<file path="config.mk">
export PLATFORM = sky130hd
export DESIGN_NAME = pls_cell
export DESIGN_NICKNAME = d
export VERILOG_FILES = /design/src/pls_pkg.sv /design/src/pls_cell.sv
export SDC_FILE = /design/constraint.sdc
export NUM_CORES = 1
export LEC_CHECK = 0
export BUFFER_PORTS_ARGS = -buffer_cell sky130_fd_sc_hd__buf_4
export CELL_PAD_IN_SITES_DETAIL_PLACEMENT = 0
export CELL_PAD_IN_SITES_GLOBAL_PLACEMENT = 2
export CORE_ASPECT_RATIO = 1.75
export CORE_MARGIN = 4
export CORE_UTILIZATION = 20
export CTS_CLUSTER_SIZE = 28
export DETAILED_ROUTE_END_ITERATION = 10
export GPL_TIMING_DRIVEN = 0
export PLACE_DENSITY_LB_ADDON = 0.1
export SLEW_MARGIN = 40
export SYNTH_ARGS = -nofsm -noshare
export SYNTH_HDL_FRONTEND = slang
export SYNTH_SLANG_ARGS = --single-unit
export TNS_END_PERCENT = 5
</file>
<file path="constraint.sdc">
create_clock -name clk -period 5.95 [get_ports clk]
set_clock_uncertainty 0.2 [all_clocks]
set_input_delay 0.8925 -clock clk [delete_from_list [all_inputs] [get_ports clk]]
set_output_delay 0.8925 -clock clk [all_outputs]
set_load 0.05 [all_outputs]
</file>
<file path="src/pls_pkg.sv">
package pls_pkg;

  localparam int OP_BITS = 3;

  typedef enum logic [OP_BITS-1:0] {
    OP_APPEND      = 3'd0,
    OP_INSERT      = 3'd1,
    OP_DELETE_AT   = 3'd2,
    OP_DELETE_LAST = 3'd3,
    OP_READ        = 3'd4
  } op_t;

  typedef struct packed {
    logic ins;
    logic del;
  } cell_cmd_t;

endpackage

</file>
<file path="src/pls_cell.sv">
module pls_cell #(
  parameter int IDX       = 0,
  parameter int CW        = 7,
  parameter int WORD_BITS = 32
) (
  input  logic                 clk,
  input  pls_pkg::cell_cmd_t   cmd,
  input  logic [CW-1:0]        pos,
  input  logic [WORD_BITS-1:0] word_in,
  input  logic [WORD_BITS-1:0] lower_in,
  input  logic [WORD_BITS-1:0] upper_in,
  output logic [WORD_BITS-1:0] word_out,
  output logic [WORD_BITS-1:0] rd_out
);
  import pls_pkg::*;

  localparam logic [CW-1:0] IDX_C = CW'(IDX);

  logic [WORD_BITS-1:0] word_r;
  logic [WORD_BITS-1:0] word_nxt;

  always_comb begin
    word_nxt = word_r;
    if (cmd.ins) begin
      if (IDX_C > pos) begin
        word_nxt = lower_in;
      end else if (IDX_C == pos) begin
        word_nxt = word_in;
      end
    end else if (cmd.del) begin
      if (IDX_C >= pos) begin
        word_nxt = upper_in;
      end
    end
  end

  always_ff @(posedge clk) begin
    word_r <= word_nxt;
  end

  assign word_out = word_r;
  assign rd_out   = (IDX_C == pos) ? word_r : '0;

endmodule

</file>
==> results of run 1 <==
-- final timing paths --
path	start	cells past startpoint	end
max	pos[2]	6	rd_out[7]
min	upper_in[3]	2	word_out[3]
-- metrics by stage --
stage | area [um^2] | setup WS, ps
2_1_floorplan | 1890 | 1470
3_3_place_gp | 3060 | -243
3_5_place_dp | 3090 | 2640
4_1_cts | 3230 | 2630
5_1_grt | 3230 | 2600
6_report | 3230 | 2640
-- cell families (layout without fill, tap and decap cells) --
family	count (synthesis)	count (layout)	share of synthesized area
multiplexers	32	32	0.191
AND/OR/NAND/NOR	36	36	0.178
flip-flops	32	32	0.509
buffers and inverters	44	193	0.121
-- area by class of cell --
class                   instances  area, um^2
clock inverters                 1        3.75
fillers                       942        5920
inverters                      32         120
repair buffers                141        1050
plain buffers                  12         109
multi-input cells              68         702
well taps                     120         150
clock buffers                   7         133
flip-flops and latches         32         961
-- layer usage --
metal / GRT usage / up-vias
met5: 0 / -
met4: 0.0367 / 0
met3: 0.0395 / 5
met2: 0.212 / 82
met1: 0.100 / 703
li1: - / 785
-- power by group --
part	switching [mW]	internal [mW]	leakage, nW
combinational	0.0307	0.0516	1.08
sequential	0.000547	0.251	0.288
clock	0.0914	0.154	0.0655
total	0.123	0.457	1.43
-- layout by cell type, fill, tap and decap left out, types with 2 or more instances in the layout --
cell,n
buf_2,9
inv_1,32
clkbuf_16,5
clkbuf_1,4
mux2_2,32
edfxtp_1,32
buf_12,3
buf_4,138
nor3_1,2
nor3_2,31
==> impl_metrics.py, run 1 <==
metrics = {
    "status": {
        "run_status": "completed",
    },
    "drt": {
        "drc": 0,
        "vias": 1575,
        "wl_per_cell_um": 15.0,
        "met2WireLength_um": 3580,
        "drt-initial-drc-count": 29,
        "dr.pass1.iters": 2,
        "viasPerCell": 3.81,
        "wl_met1_um": 1970,
        "ant_nets": 0,
        "wl_um": 6200,
        "wl_met3_um": 568,
        "dr.max_layer_used": "met4",
    },
    "setup_path": {
        "critPathRequiredTime_ps": 4860,
        "slowest_stage": "or4_4",
        "slowest_delay_ps": 520,
        "end_kind": "primary output",
        "cp_top_family": "simple AND/OR/NAND/NOR gates",
        "crit_path_frequent_cell": "buf_4",
        "cp_data_arrival_time_ps": 2220,
        "worstSetupPathType": "input pin to primary output",
        "path_cells": "buf_4, or4_4, buf_6, buf_12, nor3_2, buf_4",
        "cp-start-kind": "input pin",
        "cp.buffers_inverters": 4,
        "cp_max_fo": 10,
    },
    "synth": {
        "synth_cell_types": 12,
        "syn_area_um2": 1890,
        "synth.top_cell.area_share": 0.509,
        "avgSynthCellArea_um2": 13.1,
        "yosys_warnings": 0,
        "synth.net_count": 250,
        "synth_edf_count": 32,
        "synth_seq_cells": 32,
        "yosys-top-cells-count": "edfxtp_1, inv_1, mux2_2",
        "syn-instance-count": 144,
        "yosys_most_used_dff": "edfxtp_1",
        "netlist_top_cells_area": "edfxtp_1, mux2_2, nor3_2",
        "yosysSeqAreaShare": 0.509,
        "yosysTopAreaCell": "edfxtp_1",
        "async_flop_share": 0,
    },
    "power": {
        "finalPower_mw": 0.580,
        "leakage_nw": 1.43,
        "p_per_area_nw_per_um2": 179,
        "ir_worst_vdd_mv": 0.151,
    },
    "clock_network": {
        "ctsLongestPathBuffers": 2,
        "numCtsBuffers": 5,
        "cts_root_buf": "clkbuf_16",
        "ctsResizeCount": 0,
        "post-cts-setup-buffers": 0,
        "cts_tree": "done",
        "path_clk_slew_ps": 50,
        "cts_hold_buf": 0,
        "cts.sinks": 32,
        "htree_levels": 2,
    },
    "global_routing": {
        "antenna_found_initial": 0,
        "grt_pass1_wl_um": 8860,
        "grt_pass1_vias": 1666,
        "grt_usage": 0.109,
        "grt-ovfl-total": 0,
        "grt_max_degree": 11,
    },
    "sta": {
        "slew_viol_final": 0,
        "relSlewSlack": 0.605,
        "holdWs_ps": 718,
        "final.setup.tns_ps": 0,
        "period_minus_slack_ps": 3310,
        "finalSetupViolCount": 0,
        "rsz0062_at_grt": "no",
        "worstMarginPinSlew_ps": 590,
        "fmax_ghz": 0.302,
        "fin_crit_sh": 0.557,
        "hold_viol_final": 0,
    },
    "hold_path": {
        "hold_path_class": "input pin to flop",
    },
    "layout": {
        "fin_cells": 413,
        "fin_nets": 398,
        "largest_reg_flops": 32,
        "drive_gt1_frac": 0.751,
        "diodes": 0,
        "final_core_util": 0.353,
        "syn_to_final_growth_pct": 71.2,
    },
    "floorplanning": {
        "fp.dieH_um": 136,
        "rows": 46,
        "die_w_um": 81.4,
        "dieArea_um2": 11100,
        "core_area_um2": 9150,
        "ios": 170,
        "initial_core_util": 0.206,
    },
    "placed_design": {
        "routabilityCongestion": 0.672,
        "port_buffers": 136,
        "dp_hpwl_um": 5110,
        "dp_cells": 405,
    },
    "job": {
        "drv_cap": 0,
    },
}
No activity file was read; power rests on OpenSTA's default activity.
==> run 2, diff against run 1 <==
ABC_AREA = 1   (was not set)
CORE_UTILIZATION = 17   (was 20)
clock period = 3 ns   (was 5.95 ns; I/O delays follow)
==> run 2 against run 1 <==
Hold slack lost 470 ps. Synthesized cell count grew 48%. First-iteration DRC count grew 34%. Setup slack lost 1700 ps. Core utilization shrank 5.6 points. Sequential share of layout area shrank 0.80 points. Wire length grew 10%. Global-route usage shrank 0.85 points. Final area grew 2.8%. Via count grew 16%. Largest power group unchanged. Highest routed layer unchanged.
==> impl_metrics.py, run 2 <==
metrics = {
    "status": {
        "run_status": "completed",
    },
    "synth": {
        "synth_simple_gate_area_frac": 0.239,
        "yosysSeqAreaShare": 0.493,
        "synth_fa_ha_area_frac": 0,
        "yosysTopAreaCell": "edfxtp_1",
        "async_flop_share": 0,
        "synth_top_family_by_area": "simple AND/OR/NAND/NOR gates",
        "synth.most_common_cell": "inv_1",
        "avgSynthCellArea_um2": 9.16,
        "netlist_top_cells_area": "edfxtp_1, nor3_2, inv_1",
        "muxShareOfSynthArea": 0,
        "synth_compound_area_frac": 0.0821,
        "yosys_most_used_dff": "edfxtp_1",
        "synth_cell_types": 13,
        "synth.top_cell.area_share": 0.493,
        "yosys-top-cells-count": "inv_1, edfxtp_1, nand2_1",
        "synth_xor_area_frac": 0,
        "syn-instance-count": 213,
        "synth_seq_cells": 32,
        "synth_edf_count": 32,
        "yosys_warnings": 0,
        "syn_area_um2": 1950,
        "synth.net_count": 319,
    },
    "sta": {
        "slew_viol_final": 0,
        "fmax_ghz": 0.479,
        "period_minus_slack_ps": 2090,
        "hold_viol_final": 0,
        "relSlewSlack": 0.732,
        "fin_crit_sh": 0.696,
        "final.setup.tns_ps": 0,
        "worstMarginPinSlew_ps": 401,
        "finalSetupViolCount": 0,
        "rsz0062_at_grt": "no",
    },
    "power": {
        "leakage_nw": 1.62,
        "pwr-share-seq": 0.431,
        "switching_share": 0.228,
        "power.internal_mw": 0.895,
        "power_frac_comb": 0.146,
        "clock_power_share": 0.423,
        "p_sw_mw": 0.265,
        "p_per_area_nw_per_um2": 350,
        "ir_worst_vdd_mv": 0.161,
    },
    "setup_path": {
        "end_kind": "primary output",
        "slowest_delay_ps": 230,
        "crit_path_frequent_cell": "buf_4",
        "path_cells": "buf_4, nor2_2, nand2_2, buf_6, nor3_2, buf_4",
        "critPathRequiredTime_ps": 2350,
        "cp_max_fo": 10,
        "cp-start-kind": "input pin",
        "cp_data_arrival_time_ps": 1440,
        "cp_top_family": "buffers and inverters",
        "worstSetupPathType": "input pin to primary output",
        "cp.buffers_inverters": 3,
        "slowest_stage": "buf_4",
    },
    "placed_design": {
        "dp_hpwl_um": 5630,
        "routabilityCongestion": 0.667,
        "dp_cells": 484,
        "place_area_um2": 3180,
        "port_buffers": 136,
    },
    "global_routing": {
        "grt_pass1_vias": 1853,
        "grt_usage": 0.101,
        "grt-ovfl-total": 0,
        "grt_max_degree": 13,
        "grt_pass1_wl_um": 9760,
        "antenna_found_initial": 0,
    },
    "layout": {
        "largest_reg_flops": 32,
        "final_common_cell": "buf_4",
        "fin_nets": 465,
        "syn_to_final_growth_pct": 70.1,
        "fin_cells": 492,
        "diodes": 0,
        "finalInstanceArea_um2": 3320,
        "drive_gt1_frac": 0.528,
        "final_cell_mix": "buf_4, inv_1, nand2_1, edfxtp_1, nor3_2",
        "n_fill_cell": 1212,
    },
    "drt": {
        "vias": 1822,
        "drt-initial-drc-count": 39,
        "wl_um": 6830,
        "drc": 0,
        "wl_per_cell_um": 13.9,
        "ant_nets": 0,
        "viasPerCell": 3.70,
        "dr.pass1.iters": 4,
    },
    "clock_network": {
        "cts_tree": "done",
        "cts_hold_buf": 0,
        "post-cts-setup-buffers": 0,
        "ctsLongestPathBuffers": 2,
        "numCtsBuffers": 5,
        "cts_root_buf": "clkbuf_16",
        "ctsResizeCount": 0,
        "cts.sinks": 32,
        "path_clk_slew_ps": 50,
        "htree_levels": 2,
    },
    "floorplanning": {
        "ios": 170,
        "fp.dieH_um": 150,
        "initial_core_util": 0.175,
        "core_area_um2": 11200,
        "rows": 51,
        "die_w_um": 89.0,
        "dieArea_um2": 13300,
    },
    "hold_path": {
        "hold_path_class": "input pin to flop",
    },
    "job": {
        "drv_cap": 0,
    },
}
## run 2: path summary, 6_finish.rpt
kind                         from           end  cells past startpoint
worst min-delay path  word_in[12]  word_out[12]                      3
worst max-delay path       pos[0]     rd_out[8]                      6
## run 2: cell type report
class	count	area [um^2]	share of cell area
timing repair buffer	139	1050	0.318
clock buffer	7	133	0.0400
clock inverter	1	3.75	0.00113
buffer	13	120	0.0362
inverter	65	244	0.0735
sequential	32	961	0.290
multi-input combinational	103	637	0.192
tap	132	165	0.0498
## run 2: metal layers
layer,global-route usage,vias to the layer above,routed length [um]
met5,0,-,0
met4,0.0492,0,140
met3,0.0270,6,635
met2,0.194,77,3870
met1,0.0926,788,2180
li1,-,951,-
## run 2: logic make-up (layout without fill, tap and decap cells)
group | count (synthesis) | in the layout
buffers and inverters | 78 | 225
AO/OA/AOI/OAI | 32 | 32
flip-flops | 32 | 32
AND/OR/NAND/NOR | 71 | 71
## run 2: metrics by stage
stage	utilization	hold slack [ps]	total power, mW	setup slack, ps
2_1_floorplan	-	441	0.586	414
3_3_place_gp	0.281	526	0.680	-634
3_5_place_dp	0.285	537	0.683	847
4_1_cts	0.297	241	1.19	883
5_1_grt	0.297	250	1.22	838
6_report	0.297	249	1.16	912
## run 2: power groups by stage
stage	clock network (mW)	registers, mW	logic, mW
5_1_grt	0.528	0.499	0.189
2_1_floorplan	0	0.517	0.0688
4_1_cts	0.514	0.499	0.175
3_3_place_gp	0	0.509	0.172
6_report	0.491	0.500	0.170
3_5_place_dp	0	0.509	0.174
==> run 3, diff against run 2 <==
ABC_AREA = 0   (was 1)
CORE_UTILIZATION = 18   (was 17)
clock period = 1.78 ns   (was 3 ns; I/O delays follow)
==> run 3 against run 2 <==
The run now ends with setup timing left. Sequential share of layout area fell by 2.8 points. Critical path depth stayed put. First-iteration DRC count is 46% lower. Hold slack worse by 160 ps. Combinational power is 81% higher. Clock power grew 68%. Via count fell by 9.4%. Sequential power is 68% higher. Final cell count decreased by 14%. Critical path type unchanged. Critical endpoint is now rd_out[20]. Largest cell class unchanged.
==> impl_metrics.py, run 3 (same netlist as run 1, synthesis figures left out) <==
metrics = {
    "status": {
        "run_status": "finished, violations left",
        "violations": "setup timing",
    },
    "clock_network": {
        "ctsLongestPathBuffers": 2,
        "htree_levels": 2,
        "cts.sinks": 32,
        "cts_tree": "done",
        "cts_root_buf": "clkbuf_16",
        "numCtsBuffers": 5,
        "cts_hold_buf": 0,
        "path_clk_slew_ps": 50,
    },
    "power": {
        "p_per_area_nw_per_um2": 536,
        "ir_worst_vdd_mv": 0.476,
        "leakage_nw": 1.70,
    },
    "hold_path": {
        "hold_path_class": "input pin to flop",
        "min_path_cells": 2,
        "hp-start": "word_in[4]",
        "whs_endpoint": "word_out[4]",
    },
    "setup_path": {
        "end_kind": "primary output",
        "cp_max_fo": 10,
        "cp.buffers_inverters": 4,
        "critPathRequiredTime_ps": 1310,
        "slowest_delay_ps": 540,
        "path_depth": 6,
        "path_cells": "buf_6, or4_4, buf_12, buf_12, nor3_2, buf_6",
        "worstSetupPathType": "input pin to primary output",
        "slowest_stage": "or4_4",
        "cp_data_arrival_time_ps": 1590,
        "cp-start-kind": "input pin",
        "cp_top_family": "simple AND/OR/NAND/NOR gates",
    },
    "sta": {
        "rsz0062_at_grt": "yes",
        "finalSetupViolCount": 61,
        "period_minus_slack_ps": 2060,
        "hold_viol_final": 0,
        "fmax_ghz": 0.485,
        "worstMarginPinSlew_ps": 293,
        "slew_viol_final": 0,
        "timing.final.ws_setup_ps": -280,
        "final.setup.tns_ps": -10490,
        "fin_crit_sh": 1.16,
        "relSlewSlack": 0.805,
    },
    "layout": {
        "fin_cells": 425,
        "diodes": 0,
        "drive_gt1_frac": 0.768,
        "final_cell_mix": "buf_4, buf_6, mux2_2, inv_1, edfxtp_1",
        "fin_nets": 403,
        "n_fill_cell": 1045,
        "final_core_util": 0.359,
        "largest_reg_flops": 32,
        "final_common_cell": "buf_4",
        "syn_to_final_growth_pct": 95.0,
    },
    "global_routing": {
        "antenna_found_initial": 0,
        "grt_pass1_vias": 1857,
        "grt_pass1_wl_um": 9800,
        "grt-ovfl-total": 0,
        "grt_usage": 0.106,
        "grt_max_degree": 11,
    },
    "floorplanning": {
        "dieArea_um2": 12200,
        "die_w_um": 85.4,
        "ios": 170,
        "initial_core_util": 0.184,
        "core_area_um2": 10200,
        "fp.dieH_um": 143,
        "rows": 49,
    },
    "drt": {
        "viasPerCell": 3.88,
        "drt-initial-drc-count": 21,
        "wl_per_cell_um": 15.2,
        "wl_um": 6460,
        "dr.pass1.iters": 4,
        "drc": 0,
        "ant_nets": 0,
        "vias": 1650,
    },
    "placed_design": {
        "dp_hpwl_um": 5210,
        "routabilityCongestion": 0.630,
        "dp_cells": 411,
        "port_buffers": 136,
    },
    "job": {
        "drv_cap": 0,
    },
}
[run 3: cell types whose count changed in the layout (fill, tap and decap cells not counted), moves of 5 or more]
cell and change:
buf_12 +5, inv_1 -33, nor3_2 -24, buf_6 +28
nand2_1 -32, o21ai_0 -19, mux2_2 +32, nor3_4 +26
buf_4 -32, o21ai_1 -13
[run 3: through the flow]
stage / setup slack, ps / instance area, um^2 / hold slack [ps] / power, mW
6_report: -280 / 3680 / 91.5 / 1.97
5_1_grt: -322 / 3680 / 80.6 / 2.08
4_1_cts: -285 / 3560 / 77.6 / 2.03
3_5_place_dp: -652 / 3130 / 373 / 1.14
3_3_place_gp: -1350 / 3090 / 371 / 1.14
2_1_floorplan: -557 / 1910 / 287 / 0.988
[run 3: per-layer routing]
| metal | up-vias | wire, um | global-route usage |
|---|---|---|---|
| li1 | 800 | - | - |
| met1 | 755 | 2020 | 0.0977 |
| met2 | 90 | 3670 | 0.206 |
| met3 | 5 | 664 | 0.0419 |
| met4 | 0 | 101 | 0.0400 |
| met5 | - | 0 | 0 |
[run 3: final cells by class]
cell class | count | area [um^2] | area share
Multi-Input combinational cell | 68 | 886 | 0.241
Inverter | 32 | 120 | 0.0326
Clock buffer | 7 | 133 | 0.0360
Buffer | 11 | 128 | 0.0347
Sequential cell | 32 | 961 | 0.261
Tap cell | 127 | 159 | 0.0432
Clock inverter | 1 | 3.75 | 0.00102
Timing Repair Buffer | 147 | 1290 | 0.351
[run 3: where the power goes]
part           total [mW]  leakage, nW  internal [mW]  switching (mW)
clock               0.824       0.0655          0.514           0.310
sequential          0.842        0.288          0.840         0.00185
combinational       0.308         1.35          0.187           0.121
[run 3: how the worst max path moves through the flow]
stage,start,endpoint,slack [ps]
CTS,pos[6],rd_out[9],-280
floorplan,pos[2],word_out[0],-560
global placement,cmd[1],word_out[20],-1350
finish,pos[6],rd_out[20],-280
detailed placement,cmd[1],word_out[20],-650
global route,pos[6],rd_out[25],-320
[run 3: timing repair]
item	in CTS	in global routing
gates cloned	1	0
pin swaps	4	3
buffers inserted	5	1
setup endpoints to repair	61	61
resized for setup	53	19
